==> config.mk <==
export PLATFORM = sky130hd
export DESIGN_NAME = key_press_long_press_repeater
export DESIGN_NICKNAME = d
export VERILOG_FILES = /design/src/rtl/core/krep_pkg.sv /design/src/rtl/core/krep_front.sv /design/src/rtl/core/krep_fifo.sv /design/src/rtl/core/krep_back.sv /design/src/rtl/core/key_press_long_press_repeater.sv
export VERILOG_INCLUDE_DIRS = /design/src /design/src/rtl/core
export SDC_FILE = /design/constraint.sdc
export NUM_CORES = 1
export LEC_CHECK = 0
export ABC_AREA = 1
export BUFFER_PORTS_ARGS = -buffer_cell sky130_fd_sc_hd__buf_4
export CAP_MARGIN = 40
export CORE_MARGIN = 4
export CORE_UTILIZATION = 25
export CTS_CLUSTER_SIZE = 14
export DETAILED_ROUTE_END_ITERATION = 6
export PLACE_DENSITY = 0.37
export RECOVER_POWER = 25
export SKIP_CTS_REPAIR_TIMING = 1
export SLEW_MARGIN = 15
export SYNTH_ARGS = -nofsm -noshare
export SYNTH_HDL_FRONTEND = slang
export SYNTH_SLANG_ARGS = --single-unit
==> constraint.sdc <==
create_clock -name clk -period 4.2 [get_ports clk]
set_input_delay 0.42 -clock clk [delete_from_list [all_inputs] [get_ports clk]]
set_output_delay 0.42 -clock clk [all_outputs]
set_load 0.02 [all_outputs]
==> src/rtl/core/key_press_long_press_repeater_assert.svh <==
// ---------------------------------------------------------------------------
// Assertion macros shared by the key repeater RTL
// ---------------------------------------------------------------------------
`ifndef KEY_PRESS_LONG_PRESS_REPEATER_ASSERT_SVH
`define KEY_PRESS_LONG_PRESS_REPEATER_ASSERT_SVH

// same-cycle implication, checked out of reset
`define KREP_ASSERT_IMP(label, ante, cons) \
  label: assert property (@(posedge clk) disable iff (!rst_n) (ante) |-> (cons)) \
    else $error("krep assertion failed");

// next-cycle implication, checked out of reset
`define KREP_ASSERT_NXT(label, ante, cons) \
  label: assert property (@(posedge clk) disable iff (!rst_n) (ante) |=> (cons)) \
    else $error("krep assertion failed");

`endif

==> src/rtl/core/krep_pkg.sv <==
// ---------------------------------------------------------------------------
// krep_pkg
// Shared types, constants and helpers of the key auto-repeat block.
// ---------------------------------------------------------------------------
package krep_pkg;

  localparam int NUM_KEYS  = 7;
  localparam int KEY_W     = 4;
  localparam int KEY_IDX_W = 3;
  localparam int TIME_W    = 32;
  localparam int CFG_W     = 16;
  localparam int FUNC_W    = 2;
  localparam int CFG_IDX_W = 2;

  // event kinds; code 3 behaves as an other event
  localparam logic [FUNC_W-1:0] FUNC_DOWN  = 2'd0;
  localparam logic [FUNC_W-1:0] FUNC_UP    = 2'd1;
  localparam logic [FUNC_W-1:0] FUNC_OTHER = 2'd2;

  localparam logic [KEY_W-1:0] KEY_ESCAPE = 4'd7;

  // register indexes
  localparam logic [CFG_IDX_W-1:0] CFG_LONG_PRESS_MS   = 2'd0;
  localparam logic [CFG_IDX_W-1:0] CFG_REPEAT_INTERVAL = 2'd1;
  localparam logic [CFG_IDX_W-1:0] CFG_LONG_PRESS_MASK = 2'd2;
  localparam logic [CFG_IDX_W-1:0] CFG_PRESS_REPORT_EN = 2'd3;

  localparam logic [15:0] LONG_PRESS_RST = 16'd500;
  localparam logic [15:0] REPEAT_RST     = 16'd100;

  typedef struct packed {
    logic [15:0]         long_press_ms;
    logic [15:0]         repeat_interval_ms;
    logic [NUM_KEYS-1:0] long_press_mask;
    logic                press_report_enable;
  } cfg_t;

  // classified item handed from front to back
  typedef struct packed {
    logic                 quit;
    logic                 press;
    logic [KEY_IDX_W-1:0] press_key;
    logic [NUM_KEYS-1:0]  rep_mask;
    logic [NUM_KEYS-1:0]  held;
  } job_t;

  function automatic logic [KEY_IDX_W-1:0] lowest_idx(input logic [NUM_KEYS-1:0] mask);
    logic [KEY_IDX_W-1:0] idx;
    idx = '0;
    for (int i = NUM_KEYS - 1; i >= 0; i--) begin
      if (mask[i]) begin
        idx = KEY_IDX_W'(i);
      end
    end
    return idx;
  endfunction

endpackage

==> src/rtl/core/krep_front.sv <==
// ---------------------------------------------------------------------------
// krep_front
// Accepts key events, tracks held keys and press times, classifies each
// word into a job for the back end.
// ---------------------------------------------------------------------------
`include "key_press_long_press_repeater_assert.svh"

module krep_front import krep_pkg::*; (
  input  logic                 clk,
  input  logic                 rst_n,
  input  cfg_t                 cfg,
  input  logic                 in_valid,
  output logic                 in_ready,
  input  logic [FUNC_W-1:0]    in_func,
  input  logic [KEY_W-1:0]     in_key,
  input  logic [TIME_W-1:0]    in_now_ms,
  input  logic                 q_full,
  output logic                 q_push,
  output job_t                 q_data
);

  logic [NUM_KEYS-1:0]  held_r, held_nxt;
  logic [TIME_W-1:0]    press_time_r [NUM_KEYS];
  logic [TIME_W-1:0]    last_check_r;
  logic                 esc_up, tracked, rise, check;
  logic [KEY_IDX_W-1:0] key_idx;
  logic [TIME_W-1:0]    since_check;
  logic [TIME_W-1:0]    eff_time [NUM_KEYS];
  logic [NUM_KEYS-1:0]  long_vec;

  assign in_ready = !q_full;
  assign q_push   = in_valid && in_ready;

  always_comb begin
    esc_up      = (in_func == FUNC_UP) && (in_key == KEY_ESCAPE);
    tracked     = in_key < KEY_W'(NUM_KEYS);
    key_idx     = in_key[KEY_IDX_W-1:0];
    rise        = tracked && (in_func == FUNC_DOWN) && !held_r[key_idx];
    held_nxt    = held_r;
    if (rise) begin
      held_nxt[key_idx] = 1'b1;
    end else if (tracked && (in_func == FUNC_UP)) begin
      held_nxt[key_idx] = 1'b0;
    end
    since_check = in_now_ms - last_check_r;
    check       = since_check >= TIME_W'(cfg.repeat_interval_ms);
    for (int i = 0; i < NUM_KEYS; i++) begin
      eff_time[i] = (rise && (key_idx == KEY_IDX_W'(i))) ? in_now_ms : press_time_r[i];
      long_vec[i] = (in_now_ms - eff_time[i]) >= TIME_W'(cfg.long_press_ms);
    end

    q_data = '0;
    if (esc_up) begin
      q_data.quit = 1'b1;
      q_data.held = held_r;
    end else begin
      q_data.press     = rise && cfg.press_report_enable;
      q_data.press_key = key_idx;
      q_data.rep_mask  = (check && cfg.press_report_enable) ?
                         (cfg.long_press_mask & held_nxt & long_vec) : '0;
      q_data.held      = held_nxt;
    end
  end

  always_ff @(posedge clk) begin
    if (!rst_n) begin
      held_r       <= '0;
      last_check_r <= '0;
    end else if (q_push && !esc_up) begin
      held_r <= held_nxt;
      if (check) begin
        last_check_r <= in_now_ms;
      end
    end
  end

  // a held key always has a written press time, so no reset here
  always_ff @(posedge clk) begin
    if (q_push && !esc_up && rise) begin
      press_time_r[key_idx] <= in_now_ms;
    end
  end

  `KREP_ASSERT_NXT(a_esc_keeps_held, q_push && esc_up, $stable(held_r))
  `KREP_ASSERT_NXT(a_press_sets_held, q_push && q_data.press, held_r[$past(key_idx)])

endmodule

==> src/rtl/core/krep_fifo.sv <==
// ---------------------------------------------------------------------------
// krep_fifo
// Short job queue between the front and back ends.
// ---------------------------------------------------------------------------
`include "key_press_long_press_repeater_assert.svh"

module krep_fifo import krep_pkg::*; #(
  parameter int DEPTH = 2
) (
  input  logic clk,
  input  logic rst_n,
  input  logic push,
  input  job_t wr_data,
  output logic full,
  input  logic pop,
  output logic not_empty,
  output job_t rd_data
);

  localparam int PTR_W = (DEPTH > 1) ? $clog2(DEPTH) : 1;
  localparam int CNT_W = $clog2(DEPTH + 1);

  job_t             mem_r [DEPTH];
  logic [PTR_W-1:0] wr_ptr_r, rd_ptr_r;
  logic [CNT_W-1:0] count_r;

  assign full      = count_r == CNT_W'(DEPTH);
  assign not_empty = count_r != '0;
  assign rd_data   = mem_r[rd_ptr_r];

  function automatic logic [PTR_W-1:0] bump(input logic [PTR_W-1:0] p);
    return (p == PTR_W'(DEPTH - 1)) ? '0 : p + 1'b1;
  endfunction

  always_ff @(posedge clk) begin
    if (!rst_n) begin
      wr_ptr_r <= '0;
      rd_ptr_r <= '0;
      count_r  <= '0;
    end else begin
      if (push) begin
        wr_ptr_r <= bump(wr_ptr_r);
      end
      if (pop) begin
        rd_ptr_r <= bump(rd_ptr_r);
      end
      if (push && !pop) begin
        count_r <= count_r + 1'b1;
      end else if (pop && !push) begin
        count_r <= count_r - 1'b1;
      end
    end
  end

  always_ff @(posedge clk) begin
    if (push) begin
      mem_r[wr_ptr_r] <= wr_data;
    end
  end

  `KREP_ASSERT_NXT(a_fill_tracks, push && !pop, count_r == $past(count_r) + 1'b1)

endmodule

==> src/rtl/core/krep_back.sv <==
// ---------------------------------------------------------------------------
// krep_back
// Expands one job into its result words, one word per cycle while the
// receiver is ready, through an output register.
// ---------------------------------------------------------------------------
`include "key_press_long_press_repeater_assert.svh"

module krep_back import krep_pkg::*; (
  input  logic                 clk,
  input  logic                 rst_n,
  input  logic                 q_not_empty,
  input  job_t                 q_data,
  output logic                 q_pop,
  output logic                 out_valid,
  input  logic                 out_ready,
  output logic                 out_press_valid,
  output logic [KEY_IDX_W-1:0] out_press_key,
  output logic                 out_quit,
  output logic [NUM_KEYS-1:0]  out_held_keys,
  output logic                 out_last
);

  logic                 busy_r, busy_nxt;
  logic                 pend_press_r, pend_press_nxt;
  logic [NUM_KEYS-1:0]  pend_mask_r, pend_mask_nxt;
  logic                 pend_stat_r, pend_stat_nxt;
  logic [KEY_IDX_W-1:0] key_r;
  logic [NUM_KEYS-1:0]  held_r;
  logic                 quit_r;

  logic                 out_valid_r, out_pv_r, out_quit_r, out_last_r;
  logic [KEY_IDX_W-1:0] out_key_r;
  logic [NUM_KEYS-1:0]  out_held_r;

  logic                 emit, done, res_pv, res_last;
  logic [KEY_IDX_W-1:0] res_key;
  logic [NUM_KEYS-1:0]  mask_rest;

  always_comb begin
    emit           = busy_r && (!out_valid_r || out_ready);
    mask_rest      = pend_mask_r & (pend_mask_r - 1'b1);
    pend_press_nxt = pend_press_r;
    pend_mask_nxt  = pend_mask_r;
    pend_stat_nxt  = pend_stat_r;
    res_pv         = 1'b0;
    res_key        = '0;
    res_last       = 1'b1;
    // press report first, then repeats in key order, else one status word
    if (pend_press_r) begin
      res_pv         = 1'b1;
      res_key        = key_r;
      res_last       = pend_mask_r == '0;
      pend_press_nxt = 1'b0;
    end else if (pend_mask_r != '0) begin
      res_pv        = 1'b1;
      res_key       = lowest_idx(pend_mask_r);
      res_last      = mask_rest == '0;
      pend_mask_nxt = mask_rest;
    end else begin
      pend_stat_nxt = 1'b0;
    end
    done     = emit && res_last;
    q_pop    = q_not_empty && (!busy_r || done);
    busy_nxt = q_pop ? 1'b1 : (done ? 1'b0 : busy_r);
    if (q_pop) begin
      pend_press_nxt = q_data.press;
      pend_mask_nxt  = q_data.rep_mask;
      pend_stat_nxt  = !q_data.press && (q_data.rep_mask == '0);
    end
  end

  always_ff @(posedge clk) begin
    if (!rst_n) begin
      busy_r       <= 1'b0;
      pend_press_r <= 1'b0;
      pend_mask_r  <= '0;
      pend_stat_r  <= 1'b0;
      out_valid_r  <= 1'b0;
    end else begin
      busy_r <= busy_nxt;
      if (emit || q_pop) begin
        pend_press_r <= pend_press_nxt;
        pend_mask_r  <= pend_mask_nxt;
        pend_stat_r  <= pend_stat_nxt;
      end
      if (emit) begin
        out_valid_r <= 1'b1;
      end else if (out_ready) begin
        out_valid_r <= 1'b0;
      end
    end
  end

  always_ff @(posedge clk) begin
    if (q_pop) begin
      key_r  <= q_data.press_key;
      held_r <= q_data.held;
      quit_r <= q_data.quit;
    end
    if (emit) begin
      out_pv_r   <= res_pv;
      out_key_r  <= res_key;
      out_quit_r <= quit_r;
      out_held_r <= held_r;
      out_last_r <= res_last;
    end
  end

  assign out_valid       = out_valid_r;
  assign out_press_valid = out_pv_r;
  assign out_press_key   = out_key_r;
  assign out_quit        = out_quit_r;
  assign out_held_keys   = out_held_r;
  assign out_last        = out_last_r;

  `KREP_ASSERT_IMP(a_busy_has_work, busy_r, pend_press_r || (pend_mask_r != '0) || pend_stat_r)
  `KREP_ASSERT_IMP(a_quit_alone, out_valid_r && out_quit_r, !out_pv_r && out_last_r)

endmodule

==> src/rtl/core/key_press_long_press_repeater.sv <==
// ---------------------------------------------------------------------------
// key_press_long_press_repeater
// Seven-key press tracker with long-press auto-repeat reports.
// ---------------------------------------------------------------------------
// Usage:
//   Input channel (in_valid/in_ready) carries one key event word: event kind,
//   key index and the current millisecond time. Result channel
//   (out_valid/out_ready) returns one to eight words per event: a press
//   report first, then repeat reports in key order, or a single status word.
//   out_last marks the final word of an event; out_held_keys shows the held
//   keys after that event. Releasing escape yields one word with out_quit set.
//   The first word of an event passes through the job queue, the back end's
//   pending registers and the output register. The back end then sends one
//   word per cycle while the receiver is ready, and the next event's job
//   loads in the same cycle the last word goes out.
//   The front end takes a new event every cycle while the job queue
//   (FIFO_DEPTH entries) has room; a stalled receiver holds the output
//   register, then the back end, then fills the queue and drops in_ready.
//   Reset (synchronous, rst_n low) clears held keys, the last check time,
//   the queue and the output register, and loads register defaults:
//   long press 500 ms, repeat interval 100 ms, mask 0, reports off.
//   Configuration writes (cfg_we) take effect at the next edge.
// ---------------------------------------------------------------------------
module key_press_long_press_repeater import krep_pkg::*; #(
  parameter int FIFO_DEPTH = 2
) (
  input  logic                 clk,
  input  logic                 rst_n,
  input  logic                 in_valid,
  output logic                 in_ready,
  input  logic [FUNC_W-1:0]    in_func,
  input  logic [KEY_W-1:0]     in_key,
  input  logic [TIME_W-1:0]    in_now_ms,
  output logic                 out_valid,
  input  logic                 out_ready,
  output logic                 out_press_valid,
  output logic [KEY_IDX_W-1:0] out_press_key,
  output logic                 out_quit,
  output logic [NUM_KEYS-1:0]  out_held_keys,
  output logic                 out_last,
  input  logic                 cfg_we,
  input  logic [CFG_IDX_W-1:0] cfg_index,
  input  logic [CFG_W-1:0]     cfg_wdata
);

  cfg_t cfg_r;
  logic q_push, q_full, q_pop, q_not_empty;
  job_t q_wr_data, q_rd_data;

  // register file: write only; write it only while the block is idle (not enforced here)
  always_ff @(posedge clk) begin
    if (!rst_n) begin
      cfg_r.long_press_ms       <= LONG_PRESS_RST;
      cfg_r.repeat_interval_ms  <= REPEAT_RST;
      cfg_r.long_press_mask     <= '0;
      cfg_r.press_report_enable <= 1'b0;
    end else if (cfg_we) begin
      unique case (cfg_index)
        CFG_LONG_PRESS_MS:   cfg_r.long_press_ms       <= cfg_wdata;
        CFG_REPEAT_INTERVAL: cfg_r.repeat_interval_ms  <= cfg_wdata;
        CFG_LONG_PRESS_MASK: cfg_r.long_press_mask     <= cfg_wdata[NUM_KEYS-1:0];
        CFG_PRESS_REPORT_EN: cfg_r.press_report_enable <= cfg_wdata[0];
        default: ;
      endcase
    end
  end

  // front: classify each event word and update key state
  krep_front u_front (
    .clk       (clk),
    .rst_n     (rst_n),
    .cfg       (cfg_r),
    .in_valid  (in_valid),
    .in_ready  (in_ready),
    .in_func   (in_func),
    .in_key    (in_key),
    .in_now_ms (in_now_ms),
    .q_full    (q_full),
    .q_push    (q_push),
    .q_data    (q_wr_data)
  );

  // job queue decouples classification from result emission
  krep_fifo #(
    .DEPTH (FIFO_DEPTH)
  ) u_fifo (
    .clk       (clk),
    .rst_n     (rst_n),
    .push      (q_push),
    .wr_data   (q_wr_data),
    .full      (q_full),
    .pop       (q_pop),
    .not_empty (q_not_empty),
    .rd_data   (q_rd_data)
  );

  // back: emit result words one per cycle while the receiver is ready
  krep_back u_back (
    .clk             (clk),
    .rst_n           (rst_n),
    .q_not_empty     (q_not_empty),
    .q_data          (q_rd_data),
    .q_pop           (q_pop),
    .out_valid       (out_valid),
    .out_ready       (out_ready),
    .out_press_valid (out_press_valid),
    .out_press_key   (out_press_key),
    .out_quit        (out_quit),
    .out_held_keys   (out_held_keys),
    .out_last        (out_last)
  );

endmodule
==> impl_metrics.yaml <==
run_status:
  outcome: "complete, but fails checks"
  violations: "max-capacitance violations, max-slew violations, negative setup slack"
sta:
  rsz0062_at_grt: "yes"
  tightest_slew_ps: 2420
  hold_violations: 0
  period_needed_ps: 4600
  fin_skew_ps: 40.9
  min_period_over_period: 1.09
  worst_slack_ps: -396
  fmax_mhz: 218
  setup_viol: 42
  slew_viol_final: 42
  slew_headroom: -0.614
clock_tree:
  cts_max_level: 2
  cts_buffers: 52
  clkLatencyLatePin_ps: 660
  clock_sinks: 380
  tritoncts: "done"
  root_buffer: "clkbuf_16"
  cts_buffer_depth: 3
  clkTransAtPathRegs_ps: 60
power:
  vdd_drop_max_v: 0.000325
  p_total_mw: 14.9
  p_leak_nw: 22.4
  power_density_nw_per_um2: 306
global_routing:
  grt_pass1_vias: 34900
  grt-ovfl-total: 0
  grt_max_degree: 77
  grt_antenna_before_repair: 7
  grt_pass1_wl_mm: 233
  track_usage: 0.222
floorplan:
  die_area_um2: 142000
  die_y_um: 377
  coreArea_um2: 135000
  pin_count: 76
  fp.dieW_um: 377
  start_util: 0.251
  rows: 135
cells_and_area:
  nFillCells: 14700
  stdcell_area_um2: 48800
  nNetsFinal: 6445
  final-instance-count-excl-fill: 7826
  area_growth_pct: 43.6
  drive_gt1_frac: 0.275
  utilization: 0.361
route:
  routed_via_density: 4.71
  drc: 0
  wl_mm: 164
  avgRoutedWirePerCell_um: 21.0
  ant_nets: 0
  vias: 36900
  dr.pass1.iters: 6
  drt-initial-drc-count: 2738
flow_run:
  drv_cap: 3
worst_hold_path:
  worstHoldPathType: "primary input to flop"
setup_path:
  slowest_stage: "nor3_1"
  max_stage_delay_ps: 390
  critical-path-top-delay-family: "compound AO/OA/AOI/OAI gates"
  cp_max_fo: 8
  cp_common_cell: "buf_4"
  crit_type: "primary input to flop"
  path_buf_inv: 8
  cp.required_ps: 4620
  endpoint_kind: "flop"
  worstSetupStartpointType: "primary input"
  worstPathArrival_ps: 5020
yosys:
  syn_nets: 5234
  synthFlopType: "edfxtp_1"
  postSynthCellCount: 4788
  yosys_warnings: 0
  netlist_area_um2: 34000
  avgSynthCellArea_um2: 7.10
  synthDistinctLibCells: 50
  synth-edff-count: 286
  synth_seq_cells: 380
  synthArstFlopShare: 0
  ys_seq_area_frac: 0.308
placed_design:
  dp.cells: 7652
  post-place-ws_ps: -1740
  dp_hpwl_mm: 131
  placed_cell_area_um2: 45100
  port_buffers: 75
  place.gp.congestion: 0.896
-- cells in the mapped netlist, drive strengths merged, types with 2 or more instances --
cell / count / area share
mux2: 14 / 0.0046
a211o: 2 / 0.00052
o211ai: 14 / 0.0031
buf: 36 / 0.0064
fa: 8 / 0.0047
o2111ai: 2 / 0.00052
clkbuf: 50 / 0.0055
a21boi: 16 / 0.0035
dfxtp: 94 / 0.055
xor2: 126 / 0.032
a211oi: 24 / 0.0053
edfxtp: 286 / 0.25
o21ai: 276 / 0.041
and2: 6 / 0.0011
o31ai: 5 / 0.0011
nand2: 1199 / 0.13
a21o: 24 / 0.0053
inv: 498 / 0.055
o22ai: 2 / 0.00037
o21a: 20 / 0.0044
nand3b: 31 / 0.0068
mux2i: 2 / 0.00059
o21bai: 26 / 0.0057
nor2: 616 / 0.069
nand4: 72 / 0.013
or2: 4 / 0.00074
a21oi: 578 / 0.085
clkinv: 3 / 0.00033
a31oi: 5 / 0.00092
nand3: 241 / 0.039
nor3: 81 / 0.012
xnor2: 34 / 0.0088
ha: 377 / 0.14
nor4: 10 / 0.0018
-- placed cells by master, fill, tap and decap left out, types with 49 or more instances in the layout --
cell type / synthesis / layout
xor2_1: 126 / 111
ha_1: 377 / 359
dfxtp_1: 94 / 91
buf_4: 2 / 1119
nor3_1: 81 / 76
clkbuf_1: 50 / 74
edfxtp_1: 286 / 286
o21ai_0: 274 / 218
nand2_1: 1191 / 1106
inv_1: 497 / 487
a21oi_2: 0 / 72
a21oi_1: 578 / 500
nand2_2: 7 / 83
clkbuf_16: 0 / 60
nor2_2: 5 / 49
nand3_1: 215 / 204
nand4_1: 72 / 72
nor2_1: 610 / 541
-- metrics by stage --
stage	hold slack [ps]	TNS, ps
global placement	402	-19260
detailed placement	407	-21880
finish	5.46	-6010
global route	5.44	-18060
CTS	-50.1	-7720
floorplan	400	-102
-- report_power, final --
part	switching (mW)	internal, mW
sequential	0.133	4.41
combinational	3.27	2.23
clock	1.96	2.93
total	5.36	9.58
-- worst register-to-register path: cells and delay by family (launching register included) --
kind / cells / cell delay (ps)
compound gates: 9 / 1470
xor+xnor: 1 / 110
fa+ha+maj: 2 / 510
buf+inv: 6 / 810
flops: 1 / 340
simple gates: 10 / 1120
-- logic make-up (layout without fill, tap and decap cells) --
kind of cell,count (synthesis),after routing,synth area share
compound gates,998,998,0.158
xor+xnor,160,160,0.0412
fa+ha+maj,385,385,0.143
buf+inv,587,1842,0.0673
flops,380,380,0.308
mux,16,16,0.00523
other cells,0,2,0
simple gates,2262,2262,0.277
-- state kept, by name, summed over array words and instances, names as in the netlist, 2 cells and up, named ones only --
register,cells
u_front.press_time_r,224
cfg_r,40
u_fifo.mem_r,38
u_front.last_check_r,32
u_back.held_r,7
u_back.out_held_keys,7
u_back.pend_mask_r,7
u_front.held_r,7
u_back.key_r,3
u_back.out_press_key,3
u_fifo.count_r,2
-- worst paths after layout --
| kind | from | end | slack, ps | depth (start not counted) |
|---|---|---|---|---|
| hold / removal | cfg_wdata[8] | cfg_r[32] | 5 | 3 |
| setup / recovery | in_key[3] | u_fifo.mem_r[1][10] | -400 | 30 |
| setup reg to reg | u_front.held_r[6] | u_fifo.mem_r[1][10] | -380 | 28 |
| hold reg to reg | u_back.held_r[0] | u_back.out_held_keys[0] | 420 | 0 |
-- cell type report --
cell class                 count  area, µm²  share of cell area
clock inverter                32        445             0.00912
timing repair buffer        1243       9710               0.199
sequential                   380      10500               0.215
tap                         1781       2230              0.0456
inverter                     501       1890              0.0387
antenna                        2       5.00            0.000103
clock buffer                  66       1400              0.0286
multi-input combinational   3821      22700               0.464
-- routing by layer --
metal  up-vias  global-route usage  routed length [µm]
li1      18700                   -                   -
met1     17300               0.324               81100
met2       729               0.350               71700
met3       141              0.0253                7270
met4         0              0.0505                4070
met5         -                   0                   0
(Power assumes the default switching activity.)
